[src/sv/skrs_pkg.sv]
// ----------------------------------------------------------------------------
// skrs_pkg
// Shared types and constants for the scalar kalman rssi smoother.
// ----------------------------------------------------------------------------
package skrs_pkg;

  localparam int VAR_W     = 32;  // variance width, unsigned q16.16
  localparam int CFG_W     = 32;  // widest configuration register
  localparam int CFG_IDX_W = 2;
  localparam int GAIN_W    = 16;  // gain, q0.16
  localparam int SUM_W     = VAR_W + 1;
  localparam int REM_W     = VAR_W + 2;
  localparam int DIV_CNT_W = 4;   // counts the fraction bits of the gain

  localparam logic [CFG_IDX_W-1:0] REG_START_EST = 2'd0;
  localparam logic [CFG_IDX_W-1:0] REG_START_VAR = 2'd1;
  localparam logic [CFG_IDX_W-1:0] REG_MEAS_NOISE = 2'd2;

  localparam logic [VAR_W-1:0] START_VAR_RST  = 32'd65536;
  localparam logic [VAR_W-1:0] MEAS_NOISE_RST = 32'd262144;
  localparam int               START_EST_RST  = -15360;

  typedef enum logic [6:0] {
    ST_IDLE = 7'b0000001,
    ST_SUM  = 7'b0000010,
    ST_DIV  = 7'b0000100,
    ST_MULE = 7'b0001000,
    ST_MULP = 7'b0010000,
    ST_UPDP = 7'b0100000,
    ST_DONE = 7'b1000000
  } skrs_state_t;

endpackage

[src/sv/scalar_kalman_rssi_smoother_unit.sv]
// ----------------------------------------------------------------------------
// scalar_kalman_rssi_smoother_unit
// Scalar kalman filter over bursts of rssi samples, one shared divider and
// one shared multiplier under a small sequencer.
// ----------------------------------------------------------------------------
// Usage:
//   in_*  : one rssi sample per transaction (signed q8.8 in in_tdata),
//           in_tlast marks the last sample of a burst.
//   out_* : one transaction per burst, the final estimate (signed q8.8,
//           rounded and saturated) and the final variance (unsigned q16.16).
//   cfg_* : plain register writes (start estimate, start variance, noise R),
//           to be done while the block is idle.
// Timing:
//   after acceptance a sample passes a setup step (ST_SUM), the restoring divider
//   that forms the 16-bit gain (one quotient bit a cycle), the estimate and
//   variance products on the shared multiplier and the estimate and variance
//   updates before in_tready is back. When P + R is zero the divider is skipped.
//   A last sample's result is loaded from ST_DONE once the result slot is free.
// Reset and stalls:
//   reset loads the default registers and the start state, out_tvalid low.
//   a waiting result does not block the next sample; only when a new result
//   is ready while the old one is still not taken does the block hold.
// ----------------------------------------------------------------------------
module scalar_kalman_rssi_smoother_unit
  import skrs_pkg::*;
#(
  parameter int SAMPLE_BITS = 16
) (
  input  logic                                        clk,
  input  logic                                        rst_n,
  // configuration
  input  logic                                        cfg_we,
  input  logic [CFG_IDX_W-1:0]                        cfg_addr,
  input  logic [CFG_W-1:0]                            cfg_wdata,
  // samples
  input  logic                                        in_tvalid,
  output logic                                        in_tready,
  input  logic [((SAMPLE_BITS+7)/8)*8-1:0]            in_tdata,  // rssi_sample
  input  logic                                        in_tlast,  // last_sample
  // results
  output logic                                        out_tvalid,
  input  logic                                        out_tready,
  // filtered_rssi, final_variance
  output logic [((SAMPLE_BITS+VAR_W+7)/8)*8-1:0]      out_tdata
);

  localparam int S   = SAMPLE_BITS;
  localparam int E   = SAMPLE_BITS + 8;                 // estimate, q.16
  localparam int MW  = (E + 1 > SUM_W) ? E + 1 : SUM_W; // multiplier a side
  localparam int MBW = GAIN_W + 2;                      // multiplier b side
  localparam int PW  = MW + MBW;

  localparam logic signed [S-1:0]  EST_RST = S'(START_EST_RST);
  localparam logic signed [PW-1:0] EST_MAX = PW'((64'sd1 <<< (E - 1)) - 64'sd1);
  localparam logic signed [PW-1:0] EST_MIN = -EST_MAX - PW'(1);
  localparam logic signed [S-1:0]  Q_MAX   = S'((64'sd1 <<< (S - 1)) - 64'sd1);
  localparam logic signed [S-1:0]  Q_MIN   = -Q_MAX - S'(1);

  skrs_state_t state_r, state_nxt;

  logic signed [S-1:0]      start_est_r;
  logic [VAR_W-1:0]         start_var_r, noise_r;
  logic signed [E-1:0]      est_r, est_nxt;
  logic [VAR_W-1:0]         var_r, var_nxt;
  logic signed [S-1:0]      smp_r, smp_nxt;
  logic                     last_r, last_nxt;
  logic [SUM_W-1:0]         sum_r, sum_nxt;
  logic [REM_W-1:0]         rem_r, rem_nxt;
  logic [GAIN_W-1:0]        quo_r, quo_nxt;
  logic                     sat_r, sat_nxt;
  logic [DIV_CNT_W-1:0]     cnt_r, cnt_nxt;
  logic signed [PW-1:0]     prod_r, prod_nxt;
  logic                     out_valid_r, out_valid_nxt;
  logic signed [S-1:0]      out_est_r, out_est_nxt;
  logic [VAR_W-1:0]         out_var_r, out_var_nxt;

  logic [GAIN_W-1:0]        gain;
  logic signed [E:0]        diff;
  logic signed [MW-1:0]     mul_a;
  logic signed [MBW-1:0]    mul_b;
  logic signed [PW-1:0]     mul_p;
  logic [SUM_W-1:0]         sum_c;
  logic [REM_W-1:0]         rem_sh;
  logic signed [PW-1:0]     delta, est_sum;
  logic [PW-1:0]            var_rnd;
  logic signed [E:0]        est_rnd;
  logic signed [S:0]        q_full;
  logic signed [S-1:0]      q_sat;
  logic                     out_free;

  assign gain  = sat_r ? {GAIN_W{1'b1}} : quo_r;
  assign diff  = $signed({smp_r[S-1], smp_r, 8'b0}) - $signed({est_r[E-1], est_r});
  assign sum_c = {1'b0, var_r} + {1'b0, noise_r};
  assign rem_sh = {rem_r[REM_W-2:0], 1'b0};

  // shared multiplier, estimate step then variance step
  always_comb begin
    if (state_r == ST_MULE) begin
      mul_a = MW'(diff);
      mul_b = $signed({2'b00, gain});
    end else begin
      mul_a = $signed(MW'({1'b0, var_r}));
      mul_b = $signed(MBW'({1'b1, {GAIN_W{1'b0}}} - {1'b0, gain}));
    end
  end
  assign mul_p = mul_a * mul_b;

  // estimate += round(diff * gain), clamped to the estimate width
  assign delta   = (prod_r + PW'(32768)) >>> 16;
  assign est_sum = PW'(est_r) + delta;
  assign var_rnd = PW'(prod_r) + PW'(32768);

  // round q8.16 to q8.8 and saturate
  assign est_rnd = (E+1)'(est_r) + (E+1)'(128);
  assign q_full  = est_rnd[E:8];
  assign q_sat   = (q_full[S] != q_full[S-1]) ? (q_full[S] ? Q_MIN : Q_MAX)
                                              : q_full[S-1:0];

  assign out_free = !out_valid_r || out_tready;

  always_comb begin
    state_nxt     = state_r;
    est_nxt       = est_r;
    var_nxt       = var_r;
    smp_nxt       = smp_r;
    last_nxt      = last_r;
    sum_nxt       = sum_r;
    rem_nxt       = rem_r;
    quo_nxt       = quo_r;
    sat_nxt       = sat_r;
    cnt_nxt       = cnt_r;
    prod_nxt      = prod_r;
    out_est_nxt   = out_est_r;
    out_var_nxt   = out_var_r;
    out_valid_nxt = out_valid_r && !out_tready;
    case (state_r)
      ST_IDLE: begin
        if (in_tvalid) begin
          smp_nxt   = $signed(in_tdata[S-1:0]);
          last_nxt  = in_tlast;
          state_nxt = ST_SUM;
        end
      end
      ST_SUM: begin
        sum_nxt = sum_c;
        quo_nxt = '0;
        cnt_nxt = '1;
        // p <= p + r, so the integer part of the gain is one only when r is zero
        if (sum_c == '0) begin
          sat_nxt   = 1'b0;
          state_nxt = ST_MULE;
        end else if ({1'b0, var_r} >= sum_c) begin
          sat_nxt   = 1'b1;
          rem_nxt   = '0;
          state_nxt = ST_DIV;
        end else begin
          sat_nxt   = 1'b0;
          rem_nxt   = REM_W'(var_r);
          state_nxt = ST_DIV;
        end
      end
      ST_DIV: begin
        if (rem_sh >= REM_W'(sum_r)) begin
          rem_nxt = rem_sh - REM_W'(sum_r);
          quo_nxt = {quo_r[GAIN_W-2:0], 1'b1};
        end else begin
          rem_nxt = rem_sh;
          quo_nxt = {quo_r[GAIN_W-2:0], 1'b0};
        end
        cnt_nxt = cnt_r - DIV_CNT_W'(1);
        if (cnt_r == '0) begin
          state_nxt = ST_MULE;
        end
      end
      ST_MULE: begin
        prod_nxt  = mul_p;
        state_nxt = ST_MULP;
      end
      ST_MULP: begin
        prod_nxt = mul_p;
        if (est_sum > EST_MAX) begin
          est_nxt = EST_MAX[E-1:0];
        end else if (est_sum < EST_MIN) begin
          est_nxt = EST_MIN[E-1:0];
        end else begin
          est_nxt = est_sum[E-1:0];
        end
        state_nxt = ST_UPDP;
      end
      ST_UPDP: begin
        var_nxt   = var_rnd[16 +: VAR_W];
        state_nxt = ST_DONE;
      end
      ST_DONE: begin
        if (!last_r) begin
          state_nxt = ST_IDLE;
        end else if (out_free) begin
          out_valid_nxt = 1'b1;
          out_est_nxt   = q_sat;
          out_var_nxt   = var_r;
          est_nxt       = {start_est_r, 8'b0};
          var_nxt       = start_var_r;
          state_nxt     = ST_IDLE;
        end
      end
      default: begin
        state_nxt = ST_IDLE;
      end
    endcase
  end

  always_ff @(posedge clk) begin
    if (!rst_n) begin
      state_r     <= ST_IDLE;
      out_valid_r <= 1'b0;
      start_est_r <= EST_RST;
      start_var_r <= START_VAR_RST;
      noise_r     <= MEAS_NOISE_RST;
      est_r       <= {EST_RST, 8'b0};
      var_r       <= START_VAR_RST;
    end else begin
      state_r     <= state_nxt;
      out_valid_r <= out_valid_nxt;
      est_r       <= est_nxt;
      var_r       <= var_nxt;
      if (cfg_we) begin
        case (cfg_addr)
          REG_START_EST:  start_est_r <= $signed(cfg_wdata[S-1:0]);
          REG_START_VAR:  start_var_r <= cfg_wdata[VAR_W-1:0];
          REG_MEAS_NOISE: noise_r     <= cfg_wdata[VAR_W-1:0];
          default: ;
        endcase
      end
    end
  end

  always_ff @(posedge clk) begin
    smp_r     <= smp_nxt;
    last_r    <= last_nxt;
    sum_r     <= sum_nxt;
    rem_r     <= rem_nxt;
    quo_r     <= quo_nxt;
    sat_r     <= sat_nxt;
    cnt_r     <= cnt_nxt;
    prod_r    <= prod_nxt;
    out_est_r <= out_est_nxt;
    out_var_r <= out_var_nxt;
  end

  assign in_tready  = (state_r == ST_IDLE);
  assign out_tvalid = out_valid_r;

  always_comb begin
    out_tdata = '0;
    out_tdata[S-1:0]     = out_est_r;
    out_tdata[S +: VAR_W] = out_var_r;
  end

endmodule

[config.mk]
export PLATFORM = sky130hd
export DESIGN_NAME = scalar_kalman_rssi_smoother_unit
export DESIGN_NICKNAME = d
export VERILOG_FILES = /design/src/sv/skrs_pkg.sv /design/src/sv/scalar_kalman_rssi_smoother_unit.sv
export SDC_FILE = /design/constraint.sdc
export NUM_CORES = 2
export LEC_CHECK = 0
export BUFFER_PORTS_ARGS = -buffer_cell sky130_fd_sc_hd__buf_2
export CAP_MARGIN = 20
export CORE_UTILIZATION = 59
export DETAILED_ROUTE_END_ITERATION = 10
export PLACE_DENSITY = 0.79
export RECOVER_POWER = 25
export SKIP_LAST_GASP = 1
export SLEW_MARGIN = 20
export SYNTH_ARGS = -nofsm -noshare
export SYNTH_HDL_FRONTEND = slang
export SYNTH_SLANG_ARGS = --single-unit
[constraint.sdc]
create_clock -name clk -period 8.5 [get_ports clk]
set_input_delay 0.425 -clock clk [delete_from_list [all_inputs] [get_ports clk]]
set_output_delay 0.425 -clock clk [all_outputs]
set_load 0.05 [all_outputs]
==> flow_metrics.env <==
export IMPL_status="finished with violations"
export IMPL_violations="max-capacitance violations, max-slew violations, negative setup slack"
export IMPL_period_needed_ns=8.835
export IMPL_cp_data_arrival_time_ns=9.16
export IMPL_cts_sinks=332
export IMPL_setup_viol=11
export IMPL_root_buffer="clkbuf_16"
export IMPL_cts_made_buffers=39
export IMPL_multi_input_area_um2=28770
export IMPL_worst_slack_ns=-0.3351
export IMPL_path_common_cell="fa_1"
export IMPL_clock_skew_ns=0.01950
export IMPL_synthesis_nets=5477
export IMPL_max_slew_worst_pin_slew_ns=3.104
export IMPL_start_kind="register"
export IMPL_h_tree_depth=2
export IMPL_final_layout_size_suffix_gt1_share_pct=14.10
export IMPL_die_y_um=262.5
export IMPL_grt_antenna_before_repair=1
export IMPL_die_w_um=262.5
export IMPL_hold_path_class="in -> reg"
export IMPL_cap_violations=2
export IMPL_seq_area_frac_synth_pct=21.31
export IMPL_final_antenna_net_count=0
export IMPL_finalMaxSlewViolations=136
export IMPL_grt_pass1_vias=35110
export IMPL_r2r_start="smp_r[1]"
export IMPL_nFillCells=5094
export IMPL_end_kind="register"
export IMPL_fp_coreArea_um2=67160
export IMPL_routed_wl_um=129900
export IMPL_netlist_area_um2=40030
export IMPL_final_hold_viol_count=0
export IMPL_crit_start="smp_r[1]"
export IMPL_r2r_cells=38
export IMPL_r2r_end="prod_r[41]"
export IMPL_cts_tree="done"
export IMPL_cp_required_ns=8.83
export IMPL_io_pins=106
export IMPL_yosys_warnings=0
export IMPL_p_per_area_nw_per_um2=85.44
export IMPL_port_buffers=105
export IMPL_grt_use_total_pct=37.84
export IMPL_post_place_cells=5743
export IMPL_synth_edf_count=188
export IMPL_route_vias_total=35100
export IMPL_drt_pass1_iterations=8
export IMPL_final_util_pct=69.04
export IMPL_drt_initial_drc_count=3955
export IMPL_gp_congestion=1.002
export IMPL_vias_per_cell=5.982
export IMPL_final_common_cell="inv_1"
export IMPL_total_power_mw=3.961
export IMPL_num_rows=95
export IMPL_synthDistinctLibCells=85
export IMPL_hpwl_um=102000
export IMPL_peakVddDrop_v=0.0001569
export IMPL_wl_per_cell_um=22.14
export IMPL_period_share_pct=103.9
export IMPL_timing_fmax_mhz=113.2
export IMPL_final_seq_area_um2=8531
export IMPL_drc=0
export IMPL_most_common_layout_cells="inv_1, nand2_1, fa_1"
export IMPL_worstSetupPathType="reg -> reg"
export IMPL_synth_avg_cell_area_um2=8.675
export IMPL_clkTransAtPathRegs_ns=0.07
export IMPL_grt_pass1_wl_um=199000
export IMPL_area_growth_pct=15.83
export IMPL_slowest_delay_ns=0.51
export IMPL_hold_ws_ns=0.01346
export IMPL_final_nets=5826
export IMPL_synth_ff_type="edfxtp_1"
export IMPL_grt_overflow=0
export IMPL_slew_headroom_pct=-106.9
export IMPL_grt_max_degree=83
export IMPL_p_leak_nw=21.64
export IMPL_crit_path_end="prod_r[41]"
export IMPL_async_flop_share_pct=0
export IMPL_rsz0062_at_grt="yes"
export IMPL_die_area_um2=68890
export IMPL_instances_no_fill=5868
export IMPL_ff2ff_setup_slack_ns=-0.34
export IMPL_path_max_fanout=6
export IMPL_worstSkewPairLatency_ns=0.59
export IMPL_slowest_stage="fa_1"
export IMPL_ys_seq_elements=332
export IMPL_initial_core_util_pct=59.60
export IMPL_clockBufferDepth=3
export IMPL_netlist_instances=4614
what timing repair did:
item	CTS	global route
gates resized for setup	95	111
hold buffers	1	0
cloned	1	1
setup buffers	25	27
hold endpoints to repair	1	0
endpoints found under the setup margin	21	24
pin swaps	83	116
metrics by stage:
step                setup TNS (ns)  worst slack (ns)  area [um^2]
detailed placement          -4.190           -0.4974        43930
global route                -5.975           -0.5207        46360
global placement            -1.286           -0.2791        43930
floorplan                        0          0.002784        40250
CTS                      -0.006879         -0.006879        45860
finish                      -1.735           -0.3351        46360
registers in the layout, indices dropped and copies added, names as in the netlist:
| register | cells |
|---|---|
| out_var_r | 32 |
| sum_r | 33 |
| quo_r | 16 |
| start_var_r | 32 |
| state_r | 7 |
| last_r | 1 |
| sat_r | 1 |
| est_r | 24 |
| cnt_r | 4 |
| out_est_r | 16 |
| start_est_r | 16 |
| out_tvalid | 1 |
| var_r | 32 |
| rem_r | 33 |
| noise_r | 32 |
| prod_r | 36 |
| smp_r | 16 |
synth_stat cells, drive strengths merged (39+ instances only):
library cell	count	area, um^2
a21boi	93	698.2
a21o	71	533.0
a21oi	206	1031
and2	52	326.6
clkbuf	157	589.3
dfxtp	144	2883
edfxtp	188	5645
fa	537	10750
ha	270	3378
inv	790	2965
nand2	691	2594
nand3	56	280.3
nand4	43	269.0
nor2	435	1633
nor2b	57	356.6
nor3	67	346.6
o21a	39	292.8
o21ai	132	660.6
xnor2	121	1060
xor2	66	578.1
where the power goes:
part	switching [mW]	leakage, nW	internal (mW)
registers	0.0259	2.84	1.72
logic	0.238	18.1	0.144
clock network	0.779	0.660	1.05
logic make-up after synthesis:
group                      share of synthesized area (%)
and+or+nand+nor                                    16.74
buffers and inverters                              9.072
adders and majority gates                          35.30
AOI/OAI and AO/OA                                  12.56
DFF                                                21.31
xor gates and xnor gates                           4.092
muxes                                             0.9065
other                                            0.01876
area by class of cell:
cell class	instances	share of cell area [%]
inverters	790	6.401
clock buffers	45	2.175
flip-flops and latches	332	18.40
multi-input cells	3322	62.04
clock inverters	27	0.7637
diodes	1	0.005397
well taps	873	2.356
repair buffers	478	7.856
per-layer routing:
metal / GRT usage, % / part of all wire (%) / vias up
met1: 46.87 / 36 / 17000
met4: 26.15 / 8.6 / 0
li1: - / - / 15560
met5: 0 / 0 / -
met3: 7.065 / 10 / 573
met2: 60.29 / 45 / 1964
how the worst min path moves through the flow:
stage,from,to,slack (ns),cells after the start
2_1_floorplan,start_est_r[0],start_est_r[0],0.44,2
3_3_place_gp,start_est_r[4],start_est_r[4],0.45,2
3_5_place_dp,start_var_r[8],start_var_r[8],0.46,2
4_1_cts,in_tdata[8],smp_r[8],0.002,1
5_1_grt,in_tdata[13],smp_r[13],0.02,1
6_report,in_tdata[8],smp_r[8],0.01,1
worst max-delay path, delay by kind of cell (launching register included):
family | cells | cell delay, ns
compound gates | 15 | 3.04
xor+xnor | 1 | 0.10
fa+ha+maj | 8 | 3.47
buf+inv | 10 | 1.02
flops | 1 | 0.42
simple gates | 4 | 0.50
(Power assumes the default switching activity.)
